[config.mk]
export PLATFORM = sky130hd
export DESIGN_NAME = resp_multibulk_request_parser
export DESIGN_NICKNAME = d
export VERILOG_FILES = /design/src/sv/rmbp_pkg.sv /design/src/sv/rmbp_number.sv /design/src/sv/rmbp_core.sv /design/src/sv/rmbp_outq.sv /design/src/sv/resp_multibulk_request_parser.sv
export SDC_FILE = /design/constraint.sdc
export NUM_CORES = 1
export LEC_CHECK = 0
export BUFFER_PORTS_ARGS = -buffer_cell sky130_fd_sc_hd__buf_4
export CAP_MARGIN = 20
export CORE_AREA = 2 2 203 205
export DETAILED_ROUTE_END_ITERATION = 16
export DIE_AREA = 0 0 205 207
export GPL_TIMING_DRIVEN = 0
export SLEW_MARGIN = 20
export SYNTH_ARGS = -nofsm -noshare
export SYNTH_HDL_FRONTEND = slang
export SYNTH_SLANG_ARGS = --single-unit
[constraint.sdc]
create_clock -name clk -period 4.9 [get_ports clk]
set_clock_uncertainty 0.2 [all_clocks]
set_input_delay 0.49 -clock clk [delete_from_list [all_inputs] [get_ports clk]]
set_output_delay 0.49 -clock clk [all_outputs]
set_load 0.02 [all_outputs]
[src/sv/rmbp_pkg.sv]
// Shared types and constants of the multibulk request parser.
`default_nettype none

package rmbp_pkg;

    localparam int MAX_LINE_BYTES_DEFAULT = 32;

    localparam int COUNT_W = 21;
    localparam int LEN_W   = 30;
    localparam int ACC_W   = 31;

    localparam logic [COUNT_W-1:0] MAX_ARG_COUNT_RESET   = 21'd1048576;
    localparam logic [LEN_W-1:0]   MAX_BULK_LENGTH_RESET = 30'd536870912;

    // accumulator saturates above any accepted value
    localparam logic [ACC_W-1:0] ACC_SAT       = 31'd1073741824;
    localparam logic [ACC_W-1:0] ACC_SAT_DIV10 = 31'd107374182;

    localparam logic [7:0] CHAR_STAR   = 8'h2A;
    localparam logic [7:0] CHAR_DOLLAR = 8'h24;
    localparam logic [7:0] CHAR_CR     = 8'h0D;
    localparam logic [7:0] CHAR_MINUS  = 8'h2D;
    localparam logic [7:0] CHAR_ZERO   = 8'h30;
    localparam logic [7:0] CHAR_NINE   = 8'h39;

    // configuration register indexes
    localparam logic CFG_MAX_ARG_COUNT   = 1'b0;
    localparam logic CFG_MAX_BULK_LENGTH = 1'b1;

    typedef enum logic [3:0] {
        PH_IDLE       = 4'd0,
        PH_COUNT_LINE = 4'd1,
        PH_COUNT_LF   = 4'd2,
        PH_LEN_START  = 4'd3,
        PH_LEN_LINE   = 4'd4,
        PH_LEN_LF     = 4'd5,
        PH_DATA       = 4'd6,
        PH_TRAIL1     = 4'd7,
        PH_TRAIL2     = 4'd8,
        PH_ERROR      = 4'd9
    } phase_t;

    typedef enum logic [2:0] {
        KIND_COUNT   = 3'd0,
        KIND_EMPTY   = 3'd1,
        KIND_ARG     = 3'd2,
        KIND_DATA    = 3'd3,
        KIND_ARG_END = 3'd4,
        KIND_ERROR   = 3'd5
    } kind_t;

    localparam logic [LEN_W-1:0] ERR_INLINE     = 30'd1;
    localparam logic [LEN_W-1:0] ERR_BAD_COUNT  = 30'd2;
    localparam logic [LEN_W-1:0] ERR_NO_DOLLAR  = 30'd3;
    localparam logic [LEN_W-1:0] ERR_BAD_LENGTH = 30'd4;
    localparam logic [LEN_W-1:0] ERR_LONG_LINE  = 30'd5;

    typedef struct packed {
        logic zero;
        logic bad;
        logic digit;
        logic neg;
    } num_flags_t;

    typedef struct packed {
        kind_t            kind;
        logic [LEN_W-1:0] value;
        logic             last;
    } result_t;

endpackage

`default_nettype wire

[src/sv/rmbp_number.sv]
// Decimal header-line digit step: sign, leading-zero rules, saturating accumulate and line-length count.
`default_nettype none

module rmbp_number #(
    parameter int MAX_LINE_BYTES = rmbp_pkg::MAX_LINE_BYTES_DEFAULT,
    parameter int LINE_W         = $clog2(MAX_LINE_BYTES + 1)
) (
    input  wire logic [7:0]                   data_byte,
    input  wire logic [rmbp_pkg::ACC_W-1:0]   acc_in,
    input  wire rmbp_pkg::num_flags_t         flags_in,
    input  wire logic [LINE_W-1:0]            len_in,
    output logic      [rmbp_pkg::ACC_W-1:0]   acc_out,
    output rmbp_pkg::num_flags_t              flags_out,
    output logic      [LINE_W-1:0]            len_out,
    output logic                              overlong
);

    localparam logic [LINE_W-1:0] MAX_LEN = LINE_W'(MAX_LINE_BYTES);

    logic                          is_digit;
    logic [3:0]                    digit;
    logic [rmbp_pkg::ACC_W+3:0]    acc_x10;

    assign is_digit = (data_byte >= rmbp_pkg::CHAR_ZERO) && (data_byte <= rmbp_pkg::CHAR_NINE);
    assign digit    = 4'(data_byte - rmbp_pkg::CHAR_ZERO);
    // acc * 10 + d as two shifts and two adds
    assign acc_x10  = {1'b0, acc_in, 3'b000} + {3'b000, acc_in, 1'b0}
                      + (rmbp_pkg::ACC_W+4)'(digit);
    assign overlong = (len_in >= MAX_LEN);

    always_comb
    begin
        acc_out   = acc_in;
        flags_out = flags_in;
        len_out   = len_in;
        if (!overlong)
        begin
            len_out = len_in + LINE_W'(1);
            if (!flags_in.bad)
            begin
                if ((data_byte == rmbp_pkg::CHAR_MINUS) && (flags_in == '0))
                begin
                    flags_out.neg = 1'b1;
                end
                else if (is_digit)
                begin
                    if (!flags_in.digit)
                    begin
                        if (digit == 4'd0)
                        begin
                            if (flags_in.neg)
                                flags_out.bad = 1'b1;
                            else
                                flags_out.zero = 1'b1;
                        end
                        flags_out.digit = 1'b1;
                        acc_out = rmbp_pkg::ACC_W'(digit);
                    end
                    else if (flags_in.zero)
                    begin
                        flags_out.bad = 1'b1;
                    end
                    else if ((acc_in >= rmbp_pkg::ACC_SAT_DIV10)
                             || (acc_x10 > (rmbp_pkg::ACC_W+4)'(rmbp_pkg::ACC_SAT)))
                    begin
                        acc_out = rmbp_pkg::ACC_SAT;
                    end
                    else
                    begin
                        acc_out = acc_x10[rmbp_pkg::ACC_W-1:0];
                    end
                end
                else
                begin
                    flags_out.bad = 1'b1;
                end
            end
        end
    end

endmodule

`default_nettype wire

[src/sv/rmbp_core.sv]
// Parser state machine, counters and configuration registers.
`default_nettype none

module rmbp_core #(
    parameter int MAX_LINE_BYTES = rmbp_pkg::MAX_LINE_BYTES_DEFAULT
) (
    input  wire logic                         clk,
    input  wire logic                         rst_n,
    input  wire logic                         cfg_write,
    input  wire logic                         cfg_index,
    input  wire logic [rmbp_pkg::LEN_W-1:0]   cfg_data,
    input  wire logic                         step,
    input  wire logic [7:0]                   data_byte,
    output logic                              res_valid,
    output rmbp_pkg::result_t                 res
);

    localparam int LINE_W = $clog2(MAX_LINE_BYTES + 1);

    rmbp_pkg::phase_t                phase_reg, phase_next;
    logic [rmbp_pkg::COUNT_W-1:0]    args_left_reg, args_left_next;
    logic [rmbp_pkg::LEN_W-1:0]      bytes_left_reg, bytes_left_next;
    logic [rmbp_pkg::ACC_W-1:0]      acc_reg, acc_next;
    rmbp_pkg::num_flags_t            flags_reg, flags_next;
    logic [LINE_W-1:0]               line_len_reg, line_len_next;
    logic [rmbp_pkg::COUNT_W-1:0]    max_arg_count_reg;
    logic [rmbp_pkg::LEN_W-1:0]      max_bulk_length_reg;

    logic [rmbp_pkg::ACC_W-1:0]      num_acc;
    rmbp_pkg::num_flags_t            num_flags;
    logic [LINE_W-1:0]               num_len;
    logic                            overlong;

    logic                            number_ok;
    logic                            count_empty;
    logic                            count_big;
    logic                            len_bad;
    logic [rmbp_pkg::COUNT_W-1:0]    args_dec;
    logic [rmbp_pkg::LEN_W-1:0]      bytes_dec;

    rmbp_number #(
        .MAX_LINE_BYTES (MAX_LINE_BYTES),
        .LINE_W         (LINE_W)
    ) u_number (
        .data_byte (data_byte),
        .acc_in    (acc_reg),
        .flags_in  (flags_reg),
        .len_in    (line_len_reg),
        .acc_out   (num_acc),
        .flags_out (num_flags),
        .len_out   (num_len),
        .overlong  (overlong)
    );

    assign number_ok   = flags_reg.digit && !flags_reg.bad;
    assign count_empty = flags_reg.neg || (acc_reg == '0);
    assign count_big   = acc_reg > rmbp_pkg::ACC_W'(max_arg_count_reg);
    assign len_bad     = !number_ok || flags_reg.neg
                         || (acc_reg > rmbp_pkg::ACC_W'(max_bulk_length_reg));
    assign args_dec    = args_left_reg - rmbp_pkg::COUNT_W'(1);
    assign bytes_dec   = bytes_left_reg - rmbp_pkg::LEN_W'(1);

    always_ff @(posedge clk or negedge rst_n)
    begin
        if (!rst_n)
        begin
            max_arg_count_reg   <= rmbp_pkg::MAX_ARG_COUNT_RESET;
            max_bulk_length_reg <= rmbp_pkg::MAX_BULK_LENGTH_RESET;
        end
        else if (cfg_write)
        begin
            case (cfg_index)
                rmbp_pkg::CFG_MAX_ARG_COUNT:
                    max_arg_count_reg <= cfg_data[rmbp_pkg::COUNT_W-1:0];
                rmbp_pkg::CFG_MAX_BULK_LENGTH:
                    max_bulk_length_reg <= cfg_data;
                default:
                    max_arg_count_reg <= max_arg_count_reg;
            endcase
        end
    end

    always_ff @(posedge clk or negedge rst_n)
    begin
        if (!rst_n)
        begin
            phase_reg      <= rmbp_pkg::PH_IDLE;
            args_left_reg  <= '0;
            bytes_left_reg <= '0;
            acc_reg        <= '0;
            flags_reg      <= '0;
            line_len_reg   <= '0;
        end
        else
        begin
            phase_reg      <= phase_next;
            args_left_reg  <= args_left_next;
            bytes_left_reg <= bytes_left_next;
            acc_reg        <= acc_next;
            flags_reg      <= flags_next;
            line_len_reg   <= line_len_next;
        end
    end

    // next state and counters
    always_comb
    begin
        phase_next      = phase_reg;
        args_left_next  = args_left_reg;
        bytes_left_next = bytes_left_reg;
        acc_next        = acc_reg;
        flags_next      = flags_reg;
        line_len_next   = line_len_reg;
        if (step)
        begin
            case (phase_reg)
                rmbp_pkg::PH_IDLE:
                begin
                    if (data_byte != rmbp_pkg::CHAR_STAR)
                        phase_next = rmbp_pkg::PH_ERROR;
                    else
                    begin
                        acc_next      = '0;
                        flags_next    = '0;
                        line_len_next = LINE_W'(1);
                        phase_next    = rmbp_pkg::PH_COUNT_LINE;
                    end
                end
                rmbp_pkg::PH_COUNT_LINE, rmbp_pkg::PH_LEN_LINE:
                begin
                    if (data_byte == rmbp_pkg::CHAR_CR)
                        phase_next = (phase_reg == rmbp_pkg::PH_COUNT_LINE)
                                     ? rmbp_pkg::PH_COUNT_LF : rmbp_pkg::PH_LEN_LF;
                    else if (overlong)
                        phase_next = rmbp_pkg::PH_ERROR;
                    else
                    begin
                        acc_next      = num_acc;
                        flags_next    = num_flags;
                        line_len_next = num_len;
                    end
                end
                rmbp_pkg::PH_COUNT_LF:
                begin
                    if (!number_ok)
                        phase_next = rmbp_pkg::PH_ERROR;
                    else if (count_empty)
                        phase_next = rmbp_pkg::PH_IDLE;
                    else if (count_big)
                        phase_next = rmbp_pkg::PH_ERROR;
                    else
                    begin
                        args_left_next = acc_reg[rmbp_pkg::COUNT_W-1:0];
                        phase_next     = rmbp_pkg::PH_LEN_START;
                    end
                end
                rmbp_pkg::PH_LEN_START:
                begin
                    if (data_byte != rmbp_pkg::CHAR_DOLLAR)
                        phase_next = rmbp_pkg::PH_ERROR;
                    else
                    begin
                        acc_next      = '0;
                        flags_next    = '0;
                        line_len_next = LINE_W'(1);
                        phase_next    = rmbp_pkg::PH_LEN_LINE;
                    end
                end
                rmbp_pkg::PH_LEN_LF:
                begin
                    if (len_bad)
                        phase_next = rmbp_pkg::PH_ERROR;
                    else
                    begin
                        bytes_left_next = acc_reg[rmbp_pkg::LEN_W-1:0];
                        phase_next      = (acc_reg != '0) ? rmbp_pkg::PH_DATA
                                                          : rmbp_pkg::PH_TRAIL1;
                    end
                end
                rmbp_pkg::PH_DATA:
                begin
                    bytes_left_next = bytes_dec;
                    if (bytes_dec == '0)
                        phase_next = rmbp_pkg::PH_TRAIL1;
                end
                rmbp_pkg::PH_TRAIL1:
                    phase_next = rmbp_pkg::PH_TRAIL2;
                rmbp_pkg::PH_TRAIL2:
                begin
                    args_left_next = args_dec;
                    phase_next     = (args_dec != '0) ? rmbp_pkg::PH_LEN_START
                                                      : rmbp_pkg::PH_IDLE;
                end
                default:
                    phase_next = rmbp_pkg::PH_ERROR;
            endcase
        end
    end

    // result word for this byte
    always_comb
    begin
        res_valid = 1'b0;
        res.kind  = rmbp_pkg::KIND_ERROR;
        res.value = '0;
        res.last  = 1'b0;
        if (step)
        begin
            case (phase_reg)
                rmbp_pkg::PH_IDLE:
                begin
                    if (data_byte != rmbp_pkg::CHAR_STAR)
                    begin
                        res_valid = 1'b1;
                        res.value = rmbp_pkg::ERR_INLINE;
                    end
                end
                rmbp_pkg::PH_COUNT_LINE, rmbp_pkg::PH_LEN_LINE:
                begin
                    if ((data_byte != rmbp_pkg::CHAR_CR) && overlong)
                    begin
                        res_valid = 1'b1;
                        res.value = rmbp_pkg::ERR_LONG_LINE;
                    end
                end
                rmbp_pkg::PH_COUNT_LF:
                begin
                    res_valid = 1'b1;
                    if (!number_ok)
                        res.value = rmbp_pkg::ERR_BAD_COUNT;
                    else if (count_empty)
                        res.kind = rmbp_pkg::KIND_EMPTY;
                    else if (count_big)
                        res.value = rmbp_pkg::ERR_BAD_COUNT;
                    else
                    begin
                        res.kind  = rmbp_pkg::KIND_COUNT;
                        res.value = rmbp_pkg::LEN_W'(acc_reg[rmbp_pkg::COUNT_W-1:0]);
                    end
                end
                rmbp_pkg::PH_LEN_START:
                begin
                    if (data_byte != rmbp_pkg::CHAR_DOLLAR)
                    begin
                        res_valid = 1'b1;
                        res.value = rmbp_pkg::ERR_NO_DOLLAR;
                    end
                end
                rmbp_pkg::PH_LEN_LF:
                begin
                    res_valid = 1'b1;
                    if (len_bad)
                        res.value = rmbp_pkg::ERR_BAD_LENGTH;
                    else
                    begin
                        res.kind  = rmbp_pkg::KIND_ARG;
                        res.value = acc_reg[rmbp_pkg::LEN_W-1:0];
                    end
                end
                rmbp_pkg::PH_DATA:
                begin
                    res_valid = 1'b1;
                    res.kind  = rmbp_pkg::KIND_DATA;
                    res.value = rmbp_pkg::LEN_W'(data_byte);
                end
                rmbp_pkg::PH_TRAIL2:
                begin
                    res_valid = 1'b1;
                    res.kind  = rmbp_pkg::KIND_ARG_END;
                    res.last  = (args_dec == '0);
                end
                default:
                    res_valid = 1'b0;
            endcase
        end
    end

    a_error_sticky: assert property (@(posedge clk) disable iff (!rst_n)
        phase_reg == rmbp_pkg::PH_ERROR |=> phase_reg == rmbp_pkg::PH_ERROR)
        else $error("parser left the error phase");

    a_silent_after_error: assert property (@(posedge clk) disable iff (!rst_n)
        phase_reg == rmbp_pkg::PH_ERROR |-> !res_valid)
        else $error("result produced after an error");

    a_error_enters_phase: assert property (@(posedge clk) disable iff (!rst_n)
        res_valid && res.kind == rmbp_pkg::KIND_ERROR |=> phase_reg == rmbp_pkg::PH_ERROR)
        else $error("error word without entering the error phase");

endmodule

`default_nettype wire

[src/sv/rmbp_outq.sv]
// Output register with one skid entry; the input side waits only when both are occupied.
`default_nettype none

module rmbp_outq (
    input  wire logic                clk,
    input  wire logic                rst_n,
    input  wire logic                push,
    input  wire rmbp_pkg::result_t   push_data,
    output logic                     full,
    output logic                     out_valid,
    input  wire logic                out_stall,
    output rmbp_pkg::result_t        out_data
);

    logic                 out_valid_reg, out_valid_next;
    logic                 skid_valid_reg, skid_valid_next;
    rmbp_pkg::result_t    out_reg, out_next;
    rmbp_pkg::result_t    skid_reg, skid_next;
    logic                 pop;

    assign pop       = out_valid_reg && !out_stall;
    assign full      = skid_valid_reg;
    assign out_valid = out_valid_reg;
    assign out_data  = out_reg;

    always_comb
    begin
        out_valid_next  = out_valid_reg;
        skid_valid_next = skid_valid_reg;
        out_next        = out_reg;
        skid_next       = skid_reg;
        if (skid_valid_reg)
        begin
            if (pop)
            begin
                out_next        = skid_reg;
                skid_valid_next = 1'b0;
            end
        end
        else if (push)
        begin
            if (out_valid_reg && !pop)
            begin
                skid_next       = push_data;
                skid_valid_next = 1'b1;
            end
            else
            begin
                out_next       = push_data;
                out_valid_next = 1'b1;
            end
        end
        else if (pop)
        begin
            out_valid_next = 1'b0;
        end
    end

    always_ff @(posedge clk or negedge rst_n)
    begin
        if (!rst_n)
        begin
            out_valid_reg  <= 1'b0;
            skid_valid_reg <= 1'b0;
        end
        else
        begin
            out_valid_reg  <= out_valid_next;
            skid_valid_reg <= skid_valid_next;
        end
    end

    always_ff @(posedge clk)
    begin
        out_reg  <= out_next;
        skid_reg <= skid_next;
    end

    a_skid_behind_out: assert property (@(posedge clk) disable iff (!rst_n)
        skid_valid_reg |-> out_valid_reg)
        else $error("skid entry held with empty output register");

    a_no_push_when_full: assert property (@(posedge clk) disable iff (!rst_n)
        push |-> !skid_valid_reg)
        else $error("word pushed into a full output queue");

endmodule

`default_nettype wire

[src/sv/resp_multibulk_request_parser.sv]
// Multibulk request parser: byte stream in, request event words out.
//
// Input channel: one request byte per word (data_byte), in_valid/in_stall.
// Output channel: one event word (kind, value, last), out_valid/out_stall.
// kind: count header, empty request, argument start, data byte, argument
// end (last marks the request's final argument) or error with its code.
// After an error the block stays silent until reset.
// Takes one byte per cycle while in_stall is low. A byte's event word is formed
// from the parser state and the byte and registered in the output register.
// in_stall comes straight from a registered skid flag: the block keeps taking
// bytes while one finished word waits, and stalls only when both the output
// register and the skid entry are occupied.
// Configuration (cfg_write/cfg_index/cfg_data) sets max_arg_count (index 0)
// and max_bulk_length (index 1); write only while the block is idle.
// Reset (rst_n low, asynchronous) returns the parser to waiting for '*',
// empties the output and restores both limits to their defaults.
`default_nettype none

module resp_multibulk_request_parser #(
    parameter int MAX_LINE_BYTES = rmbp_pkg::MAX_LINE_BYTES_DEFAULT
) (
    input  wire logic                         clk,
    input  wire logic                         rst_n,
    input  wire logic                         cfg_write,
    input  wire logic                         cfg_index,
    input  wire logic [rmbp_pkg::LEN_W-1:0]   cfg_data,
    input  wire logic                         in_valid,
    output logic                              in_stall,
    input  wire logic [7:0]                   data_byte,
    output logic                              out_valid,
    input  wire logic                         out_stall,
    output logic      [2:0]                   kind,
    output logic      [rmbp_pkg::LEN_W-1:0]   value,
    output logic                              last
);

    logic                 step;
    logic                 res_valid;
    rmbp_pkg::result_t    res;
    rmbp_pkg::result_t    out_data;
    logic                 full;

    assign in_stall = full;
    assign step     = in_valid && !full;

    rmbp_core #(
        .MAX_LINE_BYTES (MAX_LINE_BYTES)
    ) u_core (
        .clk       (clk),
        .rst_n     (rst_n),
        .cfg_write (cfg_write),
        .cfg_index (cfg_index),
        .cfg_data  (cfg_data),
        .step      (step),
        .data_byte (data_byte),
        .res_valid (res_valid),
        .res       (res)
    );

    rmbp_outq u_outq (
        .clk       (clk),
        .rst_n     (rst_n),
        .push      (res_valid),
        .push_data (res),
        .full      (full),
        .out_valid (out_valid),
        .out_stall (out_stall),
        .out_data  (out_data)
    );

    assign kind  = out_data.kind;
    assign value = out_data.value;
    assign last  = out_data.last;

endmodule

`default_nettype wire

# --- After elaboration in Yosys (flattened, before gate mapping) ---
# Cells that the tools add are included.
op_classes:
  n_lt_le_gt_ge: 7
  bitwise_logic: 2
  reduce_logical: 44
  n_addsub: 6
  eq_ne: 34
  n_mux: 83
op_table:
  columns: ["operator", "count"]
  rows:
  - ["$mux 31", 10]
  - ["$pmux 30 s6", 1]
  - ["$mux 34", 5]
  - ["$mux 30", 4]
  - ["$pmux 31 s3", 1]
  - ["$mux 21", 4]
  - ["$pmux 30 s2", 1]
  - ["$mux 4", 14]
  - ["$pmux 21 s2", 1]
  - ["$add 34x32->35", 1]
  - ["$add 35x4->35", 1]
  - ["$gt 35x31->1 const B", 1]
  - ["$ne 2x2->1 const B", 16]
  - ["$pmux 4 s8", 1]
  - ["$ge 31x27->1 const B", 1]
  - ["$gt 31x21->1", 1]
  - ["$gt 31x30->1", 1]
  - ["$logic_not 31->1", 1]
  - ["$reduce_bool 31->1", 1]
  - ["$logic_not 30->1", 1]
  - ["$sub 30x1->30 const B", 1]
  - ["$mux 6", 4]
  - ["$mux 1", 23]
  - ["$logic_not 21->1", 1]
  - ["other kinds (41)", 80]
totals:
  regBits: 217
  out_inout_bits: 36
  input_bits: 44
  wordCells: 195

# --- Depth between registers and ports, before layout ---
# Gate-level depths: netlist of the first run.
logic_depth:
  ltp_word: 13
  ltp_mapped: 15
  depth_no_buf: 13

# --- Cells and area by module ---
# A second synthesis of the first run with hierarchy kept.
hier_totals:
  hier_cells: 1711
  hier_area_um2: 15503.6
by_module_without_submodules:
  columns: ["module", "instances", "area_each_um2", "cells_each", "seq_area_each_um2"]
  rows:
  - ["rmbp_core", 1, 9574.2, 1132, 3681.0]
  - ["rmbp_number", 1, 3290.7, 460, 0.0]
  - ["rmbp_outq", 1, 2625.0, 118, 2092.0]
  - ["resp_multibulk_request_parser", 1, 13.8, 1, 0.0]

# --- Worst setup path after synthesis of the first run ---
# No wires, ideal clock.
synth_timing:
  path_kind: "flip-flop to flip-flop"
  start: "register u_core.phase_reg[3]"
  end: "register u_outq.out_reg, in the netlist u_outq.out_data[0], enable pin"
  path_buffers: 1
  arrival_time_ps: 3397
  path_slack_ps: 866
  synth_period_minus_slack_ps: 4034
  t_required_ps: 4263
  setup_ps: 437
  stages_incl_launch_ff: 9
  cell_sequence: "dfrtp_1 > clkbuf_1 > nor3_2 > a31oi_1 > a21oi_1 > o21bai_1 > a21oi_1 > a21oi_1 > a21oi_1"
synth_via:
  elab_chain_cells: 6
  elab_cells_between_ends: 14
  classes_between: "7 x eq/ne; 2 x mux; 5 x reduce/logical"
synth_lines:
  columns: ["element", "line", "text"]
  rows:
  - ["from (decl)", "rmbp_core.sv:20", "rmbp_pkg::phase_t phase_reg, phase_next;"]
  - ["from (signal assigned)", "rmbp_core.sv:87", "phase_reg <= rmbp_pkg::PH_IDLE;"]
  - ["from (signal assigned)", "rmbp_core.sv:96", "phase_reg <= phase_next;"]
  - ["$eq 4x4->1, or another cell as far along", "rmbp_core.sv:209", "case (phase_reg)"]
  - ["$reduce_or 4->1 (no source line) / $reduce_or 2->1 (equally long branches)", null, null]
  - ["$pmux 1 s4 *", "rmbp_core.sv:209", null]
  - ["$mux 1 *", "rmbp_core.sv:207", "if (step)"]
  - ["$reduce_bool 2->1 (no source line) *", null, null]
  - ["$reduce_and 3->1 (no source line) *", null, null]
  - ["to (signal assigned)", "rmbp_outq.sv:75", "out_reg <= out_next;"]
  - ["to (decl)", "rmbp_outq.sv:17", "rmbp_pkg::result_t out_reg, out_next;"]
# Mark *: on every way between the ends. The rest lies on a longest branch, timed or not.
# A chain may end at the register's enable or synchronous reset.

# --- Worst setup path in the final report of the first run ---
layout_timing:
  start: "register u_core.acc_reg[0] (netlist bit)"
  end: "register u_core.acc_reg[16] (netlist bit)"
layout_via:
  elab_chain_cells: 13
  elab_cells_between_ends: 14
  classes_between: "2 x add/sub; 2 x order compare; 9 x mux; 1 x reduce/logical"
layout_lines:
  columns: ["element", "line", "text"]
  rows:
  - ["from (decl)", "rmbp_core.sv:23", "logic [rmbp_pkg::ACC_W-1:0] acc_reg, acc_next;"]
  - ["from (signal assigned)", "rmbp_core.sv:99", "acc_reg <= acc_next;"]
  - ["$add 34x32->35", "rmbp_number.sv:27", "assign acc_x10 = {1'b0, acc_in, 3'b000} + {3'b000, acc_in, 1'b0}"]
  - ["$add 35x4->35", "rmbp_number.sv:28", "+ (rmbp_pkg::ACC_W+4)'(digit);"]
  - ["$gt 35x31->1", "rmbp_number.sv:64", "|| (acc_x10 > (rmbp_pkg::ACC_W+4)'(rmbp_pkg::ACC_SAT)))"]
  - ["$logic_or 1x1->1", "rmbp_number.sv:64", null]
  - ["$mux 31 *", "rmbp_number.sv:63", "else if ((acc_in >= rmbp_pkg::ACC_SAT_DIV10)"]
  - ["$mux 31 *", "rmbp_number.sv:59", "else if (flags_in.zero)"]
  - ["$mux 31 *", "rmbp_number.sv:47", "if (!flags_in.digit)"]
  - ["$mux 31 *", "rmbp_number.sv:45", "else if (is_digit)"]
  - ["$mux 31 *", "rmbp_number.sv:41", "if ((data_byte == rmbp_pkg::CHAR_MINUS) && (flags_in == '0))"]
  - ["$mux 31 *", "rmbp_number.sv:39", "if (!flags_in.bad)"]
  - ["$mux 31 *", "rmbp_core.sv:134", "else if (overlong)"]
  - ["$mux 31 *", "rmbp_core.sv:131", "if (data_byte == rmbp_pkg::CHAR_CR)"]
  - ["$pmux 31 s3 *", "rmbp_core.sv:116", "case (phase_reg)"]
# Mark *: on every way between the ends. The rest lies on a longest branch, timed or not. The select of a mux whose other input is x is not followed.

==> results of run 1 <==
## kinds of logic (layout without fill, tap and decap cells)
family                     count (synthesis)  after routing
AOI/OAI and AO/OA                        505            505
buffers and inverters                    190            349
DFF                                      217            217
muxes                                     45             45
and+or+nand+nor                          560            560
adders and majority gates                120            120
xor gates and xnor gates                  33             33
## stage by stage
stage	TNS, ps	setup WS, ps	hold WS [ps]	area (µm²)	utilization [%]
floorplan	0	866	-5.59	15200	-
global placement	-23340	-598	271	16400	40.7
detailed placement	-3330	-172	213	16500	41.0
CTS	0	70.8	0.534	17600	43.7
global route	-21.6	-21.6	19.7	17700	43.8
finish	0	208	23.5	17700	43.8
## worst max-delay path by stage
stage                        startpoint                 end  depth (start not counted)
finish                u_core.acc_reg[0]  u_core.acc_reg[16]                         13
detailed placement    u_core.acc_reg[0]  u_core.acc_reg[12]                         14
floorplan           u_core.phase_reg[3]  u_outq.out_data[0]                          8
CTS                   u_core.acc_reg[0]  u_core.acc_reg[12]                         13
global placement    u_core.phase_reg[3]  u_outq.out_data[6]                          8
global route          u_core.acc_reg[0]  u_core.acc_reg[24]                         13
## cell usage in the layout (no fill, tap or decap), drive strengths merged, types with 22 or more instances in the layout
| cell type | instances |
|---|---|
| dfrtp | 147 |
| buf | 99 |
| edfxtp | 68 |
| nand3 | 58 |
| clkbuf | 107 |
| a22o | 22 |
| dlygate4sd3 | 31 |
| nand4 | 31 |
| ha | 118 |
| nor2 | 96 |
| a21o | 31 |
| a21oi | 117 |
| nor3 | 58 |
| inv | 96 |
| nand2 | 144 |
| o21ai | 136 |
| xnor2 | 22 |
| nor4 | 37 |
| mux2 | 33 |
## power groups by stage
stage          clock network [mW]  logic [mW]  registers [mW]
4_1_cts                      1.85       0.822            2.08
3_5_place_dp                    0       0.798            2.11
6_report                     1.81       0.829            2.08
2_1_floorplan                   0       0.524            2.08
5_1_grt                      1.92       0.919            2.10
3_3_place_gp                    0       0.781            2.11
## worst max-delay path, stage by stage (launching register included)
cell       delay (ps)
dfrtp_2           520
inv_1             280
fa_1              630
inv_1              60
ha_1              270
a21o_1            120
nand4_1           380
a2111oi_4         620
o31ai_2           190
nand3_1           120
o21ai_1           130
or4_4             600
buf_6             170
o41ai_2           270
## repair_timing
item / 4_1_cts / 5_1_grt
hold buffers: 31 / 0
gates cloned: 0 / 0
hold endpoints to repair: 104 / 0
resized for setup: 2 / 8
endpoints found under the setup margin: 27 / 28
## final cells by class
| cell class | instances | area (µm²) |
|---|---|---|
| tap | 532 | 666 |
| clock buffer | 29 | 651 |
| clock inverter | 17 | 131 |
| sequential | 217 | 5780 |
| buffer | 94 | 408 |
| multi-input combinational | 1263 | 8650 |
| timing repair buffer | 114 | 1020 |
| fill | 3912 | 22700 |
| inverter | 95 | 357 |
## metal layers
metal	track usage [%]	wire length, µm	share of wire [%]
met1	33.7	22500	44
met2	38.0	23200	45
met3	2.97	3850	7.5
met4	9.10	2050	4.0
met5	0	0	0
==> run_results.csv, run 1 <==
group,metric,value,unit
pwr,seqPwrFrac,44.1,%
clock_tree,cts.path.max_buffers,3,
layout,n_antenna_cell,0,
synthesis,synth_top_cell_area_share,24.3,%
clock_tree,numCtsBuffers,25,
pwr,p_leak,7.47,nW
synthesis,yosysMostFrequentCell,"dfrtp_1",
hold_path,min_to,"u_outq.full",
synthesis,synth_compound_area_share,22.5,%
hold_path,hp-start,"out_stall",
synthesis,ys.flop_type,"dfrtp_1",
placement,port_buffers,79,
grt,grt_pass1_vias,13400,
synthesis,synth_commonest_cells,"dfrtp_1 (147), nand2_1 (144), o21ai_0 (127)",
worst_setup_path,r2r-start,"u_core.acc_reg[0]",
pwr,p_int,3.30,mW
synthesis,ys_ff_latch,217,
grt,grtUsageTotal,24.1,%
floorplan,floorplan.initialDensity,37.5,%
worst_setup_path,arrival,4930,ps
routing,drtIter0Drc,1306,
hold_path,holdPathStages,3,
layout,fin_cells,2361,
synthesis,syn-cell-area,15200,µm²
routing,first_pass_iters,5,
synthesis,seq_area_frac_synth,38.1,%
synthesis,synth_mux_area_share,3.25,%
sta,rsz0062_at_grt,"true",
floorplan,core_region_area,40400,µm²
layout,num-nets-final,1974,
sta,period_share,95.8,%
clock_tree,cts_setup_buffers,0,
worst_setup_path,path_class,"reg2reg",
synthesis,synth_enable_flop_cells,68,
routing,post_drt_wl_per_cell,21.9,µm
grt,grt_overflow,0,
routing,via_per_inst,6.03,
synthesis,synth_adder_area_share,10.0,%
layout,area_growth,16.6,%
clock_tree,cts_sinks,217,
synthesis,synthSimpleGateAreaFrac,19.2,%
run,drv_cap,0,
pwr,p_clk_share,38.4,%
synthesis,synth_cells,1670,
placement,place.detailed.hpwl,37400,µm
synthesis,ys_warn_count,0,
clock_tree,cts_tree,"yes",
synthesis,synth_xor_area_share,1.91,%
routing,drc,0,
worst_setup_path,rr_endpoint,"u_core.acc_reg[16]",
floorplan,die_h,207,µm
layout,drive_above_1_share,11.8,%
worst_setup_path,reg2reg_depth,13,
synthesis,synthesis.nets,1834,
routing,vias,14200,
synthesis,yosysUniqueCellTypes,96,
floorplan,die_w,205,µm
grt,grt_max_degree,60,
sta,fmax,0.213,GHz
synthesis,avgSynthCellArea,9.07,µm²
floorplan,ios,80,
placement,dp_cells,2285,
pwr,power,4.73,mW
synthesis,ys_async_sr_fraction,68.7,%
clock_tree,worstSkewPairLatency,550,ps
sta,tightest_slew,1050,ps
sta,maxSlewHeadroom,29.4,%
clock_tree,cts.htree.levels,1,
worst_setup_path,worst_setup_path_end_kind,"flop",
pwr,power_frac_comb,17.5,%
worst_setup_path,cp-start-kind,"flop",
routing,ant_nets,0,
pwr,swShare,30.2,%
worst_setup_path,r2r_slack,210,ps
sta,hold_viol,0,
synthesis,synth_area_leaders,"dfrtp_1 (24%), edfxtp_1 (13%), ha_1 (9.7%)",
synthesis,synth_top_family_by_area,"compound AO/OA/AOI/OAI gates",
floorplan,dieArea,42400,µm²
routing,drt_wl_total,51600,µm
run_status,status,"complete, no violations",
placement,place.gp.congestion,0.929,
worst_setup_path,cp_max_fo,10,
pwr,p_per_area,268,nW/µm²
floorplan,row_count,74,
sta,slew_violations,0,
grt,grt_pass1_wl,80000,µm
hold_path,hp-class,"in2reg",
sta,period_minus_slack,4690,ps
pwr,vdd_ir_drop_max,0.000217,V
clock_tree,clk_transition_reported_paths,60,ps
worst_setup_path,worstPathRequired,5140,ps
grt,antenna_found_initial,1,
clock_tree,root_buffer,"clkbuf_16",
sta,report.final.setup_viol,0,
pwr,p_sw,1.43,mW
synthesis,yosysTopAreaCell,"dfrtp_1",
Note: power is estimated with default switching activity, not from simulation.
==> run 2: changes to the inputs <==
--- a/config.mk
+++ b/config.mk
@@ -5,11 +5,12 @@
 export SDC_FILE = /design/constraint.sdc
 export NUM_CORES = 1
 export LEC_CHECK = 0
+export ABC_AREA = 1
 export BUFFER_PORTS_ARGS = -buffer_cell sky130_fd_sc_hd__buf_4
 export CAP_MARGIN = 20
-export CORE_AREA = 2 2 203 205
+export CORE_AREA = 2 2 204 206
 export DETAILED_ROUTE_END_ITERATION = 16
-export DIE_AREA = 0 0 205 207
+export DIE_AREA = 0 0 206 208
 export GPL_TIMING_DRIVEN = 0
 export SLEW_MARGIN = 20
 export SYNTH_ARGS = -nofsm -noshare
==> run_results.csv, run 2 <==
group,metric,value,unit
run_status,status,"complete, no violations",
synthesis,synth_commonest_cells,"nand2_1 (637), inv_1 (329), nor2_1 (187)",
worst_setup_path,cp-start-kind,"flop",
pwr,vdd_ir_drop_max,0.000319,V
pwr,p_sw,4.27,mW
routing,drt_wl_total,47100,µm
worst_setup_path,crit_chain,"inv_1, fa_1, fa_1, inv_1, nand2_1, nand2_1, nand3_1, nand2_1, nand2_1, nand2_1, nand2_1, nand2_1, nand2_1, nand2_1, nand3_1, nor2_1, nand3_1, nand2_1, nand2_2, buf_2, o22ai_2",
placement,place_area,16700,µm²
clock_tree,cts_tree,"yes",
pwr,seqPwrFrac,29.8,%
worst_setup_path,cp_max_fo,10,
hold_path,hp-class,"in2reg",
sta,rsz0062_at_grt,"false",
grt,grt_pass1_vias,13900,
pwr,p_int,5.10,mW
worst_setup_path,path_class,"reg2reg",
synthesis,ys_async_sr_fraction,68.7,%
layout,num-nets-final,2410,
clock_tree,cts_sinks,217,
grt,grt_pass1_wl,75100,µm
synthesis,synth_top_cell_area_share,24.0,%
synthesis,avgSynthCellArea,7.20,µm²
layout,n_antenna_cell,0,
routing,drtIter0Drc,924,
synthesis,synth_enable_flop_cells,68,
floorplan,die_w,206,µm
layout,drive_above_1_share,7.81,%
pwr,p_clk_share,22.7,%
hold_path,min_to,"u_core.max_bulk_length_reg[23]",
grt,grt_overflow,0,
grt,grtUsageTotal,22.2,%
clock_tree,cts.path.max_buffers,3,
clock_tree,cts.htree.levels,1,
sta,worst_slack,700,ps
clock_tree,numCtsBuffers,26,
layout,mostFrequentLayoutCells,"nand2_1 (637), inv_1 (329), nor2_1 (186)",
placement,place.gp.congestion,0.958,
pwr,power,9.37,mW
floorplan,ios,80,
hold_path,hp-start,"cfg_data[23]",
synthesis,synthesis.nets,2292,
floorplan,core_region_area,40600,µm²
routing,post_drt_wl_per_cell,16.8,µm
worst_setup_path,r2r_slack,700,ps
worst_setup_path,worst_setup_path_end_kind,"flop",
grt,grt_max_degree,81,
synthesis,synth_area_leaders,"dfrtp_1 (24%), nand2_1 (16%), edfxtp_1 (13%)",
worst_setup_path,rr_endpoint,"u_core.acc_reg[26]",
pwr,p_leak,9.17,nW
grt,antenna_found_initial,0,
clock_tree,cts_setup_buffers,0,
routing,ant_nets,0,
worst_setup_path,r2r-start,"u_core.acc_reg[2]",
sta,hold_ws,13.4,ps
floorplan,row_count,74,
clock_tree,root_buffer,"clkbuf_16",
worst_setup_path,worstPathRequired,5150,ps
floorplan,die_h,208,µm
layout,fillers,4142,
layout,area_growth,15.6,%
run,drv_cap,0,
pwr,p_per_area,529,nW/µm²
pwr,power_frac_comb,47.4,%
synthesis,ys_warn_count,0,
sta,fmax,0.238,GHz
floorplan,floorplan.initialDensity,37.8,%
clock_tree,worstSkewPairLatency,550,ps
placement,port_buffers,79,
routing,via_per_inst,5.12,
sta,finalSetupTns,0,ps
pwr,swShare,45.6,%
synthesis,seq_area_frac_synth,37.7,%
clock_tree,clk_transition_reported_paths,60,ps
routing,vias,14300,
synthesis,ys_ff_latch,217,
routing,first_pass_iters,5,
worst_setup_path,reg2reg_depth,21,
synthesis,yosysMostFrequentCell,"nand2_1",
worst_setup_path,slowest_stage,"dfrtp_1",
layout,final_common_cell,"nand2_1",
sta,period_share,85.7,%
sta,slew_violations,0,
sta,maxSlewHeadroom,40.7,%
placement,place.detailed.hpwl,36100,µm
synthesis,yosysTopAreaCell,"dfrtp_1",
layout,finalInstanceArea,17700,µm²
synthesis,ys.flop_type,"dfrtp_1",
worst_setup_path,path_common_cell,"nand2_1",
sta,period_minus_slack,4200,ps
worst_setup_path,arrival,4450,ps
worst_setup_path,slowest_delay,640,ps
sta,hold_viol,0,
clock_tree,cts_resized,0,
synthesis,yosysUniqueCellTypes,56,
placement,place_ws,782,ps
routing,drc,0,
sta,tightest_slew,883,ps
sta,report.final.setup_viol,0,
floorplan,dieArea,42800,µm²
synthesis,synth_cells,2128,
hold_path,holdPathStages,3,
synthesis,syn-cell-area,15300,µm²
## run 2: cell types whose count changed in the layout (fill, tap and decap cells not counted), moves of 28 or more
cell | previous run | this run
o21ai_0 | 127 | 155
mux2_2 | 32 | 0
clkbuf_1 | 79 | 41
nor2_1 | 96 | 186
nand3_1 | 58 | 111
nand2_1 | 144 | 637
a21oi_1 | 113 | 71
inv_1 | 94 | 329
xor2_1 | 11 | 39
## run 2: worst max path at each step
stage / start / cells after the start / endpoint / slack, ps
6_report: u_core.acc_reg[2] / 21 / u_core.acc_reg[26] / 700
5_1_grt: u_core.acc_reg[2] / 21 / u_core.acc_reg[26] / 470
4_1_cts: u_core.acc_reg[2] / 18 / u_core.acc_reg[26] / 740
3_5_place_dp: u_core.acc_reg[2] / 18 / u_core.acc_reg[28] / 780
3_3_place_gp: u_core.phase_reg[1] / 10 / u_outq.out_data[29] / -350
2_1_floorplan: u_core.phase_reg[1] / 10 / u_outq.out_data[0] / 1030
## run 2: metal layers
metal	GRT usage (%)	share of wire, %	wire length (µm)	vias to the layer above
met5	0	0	0	-
met4	8.03	3.7	1750	0
met3	2.99	5.7	2680	101
met2	35.4	45	21100	438
met1	30.5	46	21600	6679
li1	-	-	-	7115
## run 2: kinds of logic (layout without fill, tap and decap cells)
group	after synthesis	in the layout	synth area share [%]
xor+xnor	46	46	2.63
fa+ha+maj	120	120	9.90
buf+inv	390	528	9.71
flops	217	217	37.7
simple gates	1058	1058	29.1
compound gates	297	297	11.0
## run 2: cell type report
cell class	count	area [µm²]	share of cell area [%]
plain buffers	49	205	1.16
clock buffers	33	697	3.94
clock inverters	15	243	1.37
inverters	341	1280	7.24
multi-input cells	1521	8080	45.6
flip-flops and latches	217	5770	32.6
well taps	532	666	3.76
repair buffers	90	763	4.31
## run 2: timing repair
| item | 4_1_cts | 5_1_grt |
|---|---|---|
| setup endpoints to repair | 0 | 0 |
| hold buffers | 8 | 0 |
| endpoints found under the hold margin | 76 | 0 |
## run 2: through the flow
step                      cells  util (%)
after floorplan            2128         -
after global placement     2739      40.9
after global routing       2798      43.7
after detailed placement   2742      41.2
after CTS                  2798      43.7
final                      2798      43.7
## run 2: critical path: cells and delay by family, from the launching register on
| family | cells | cell delay (ps) |
|---|---|---|
| simple gates | 15 | 1440 |
| fa+ha+maj | 2 | 1020 |
| buf+inv | 3 | 650 |
| flops | 1 | 640 |
| compound gates | 1 | 160 |
## run 2: power by group through the flow
stage | sequential [mW] | combinational [mW] | clock, mW
after floorplan | 2.74 | 2.93 | 0
after global placement | 2.82 | 4.27 | 0
after detailed placement | 2.81 | 4.39 | 0
after CTS | 2.78 | 4.42 | 2.17
after global routing | 2.82 | 5.00 | 2.24
final | 2.79 | 4.44 | 2.13
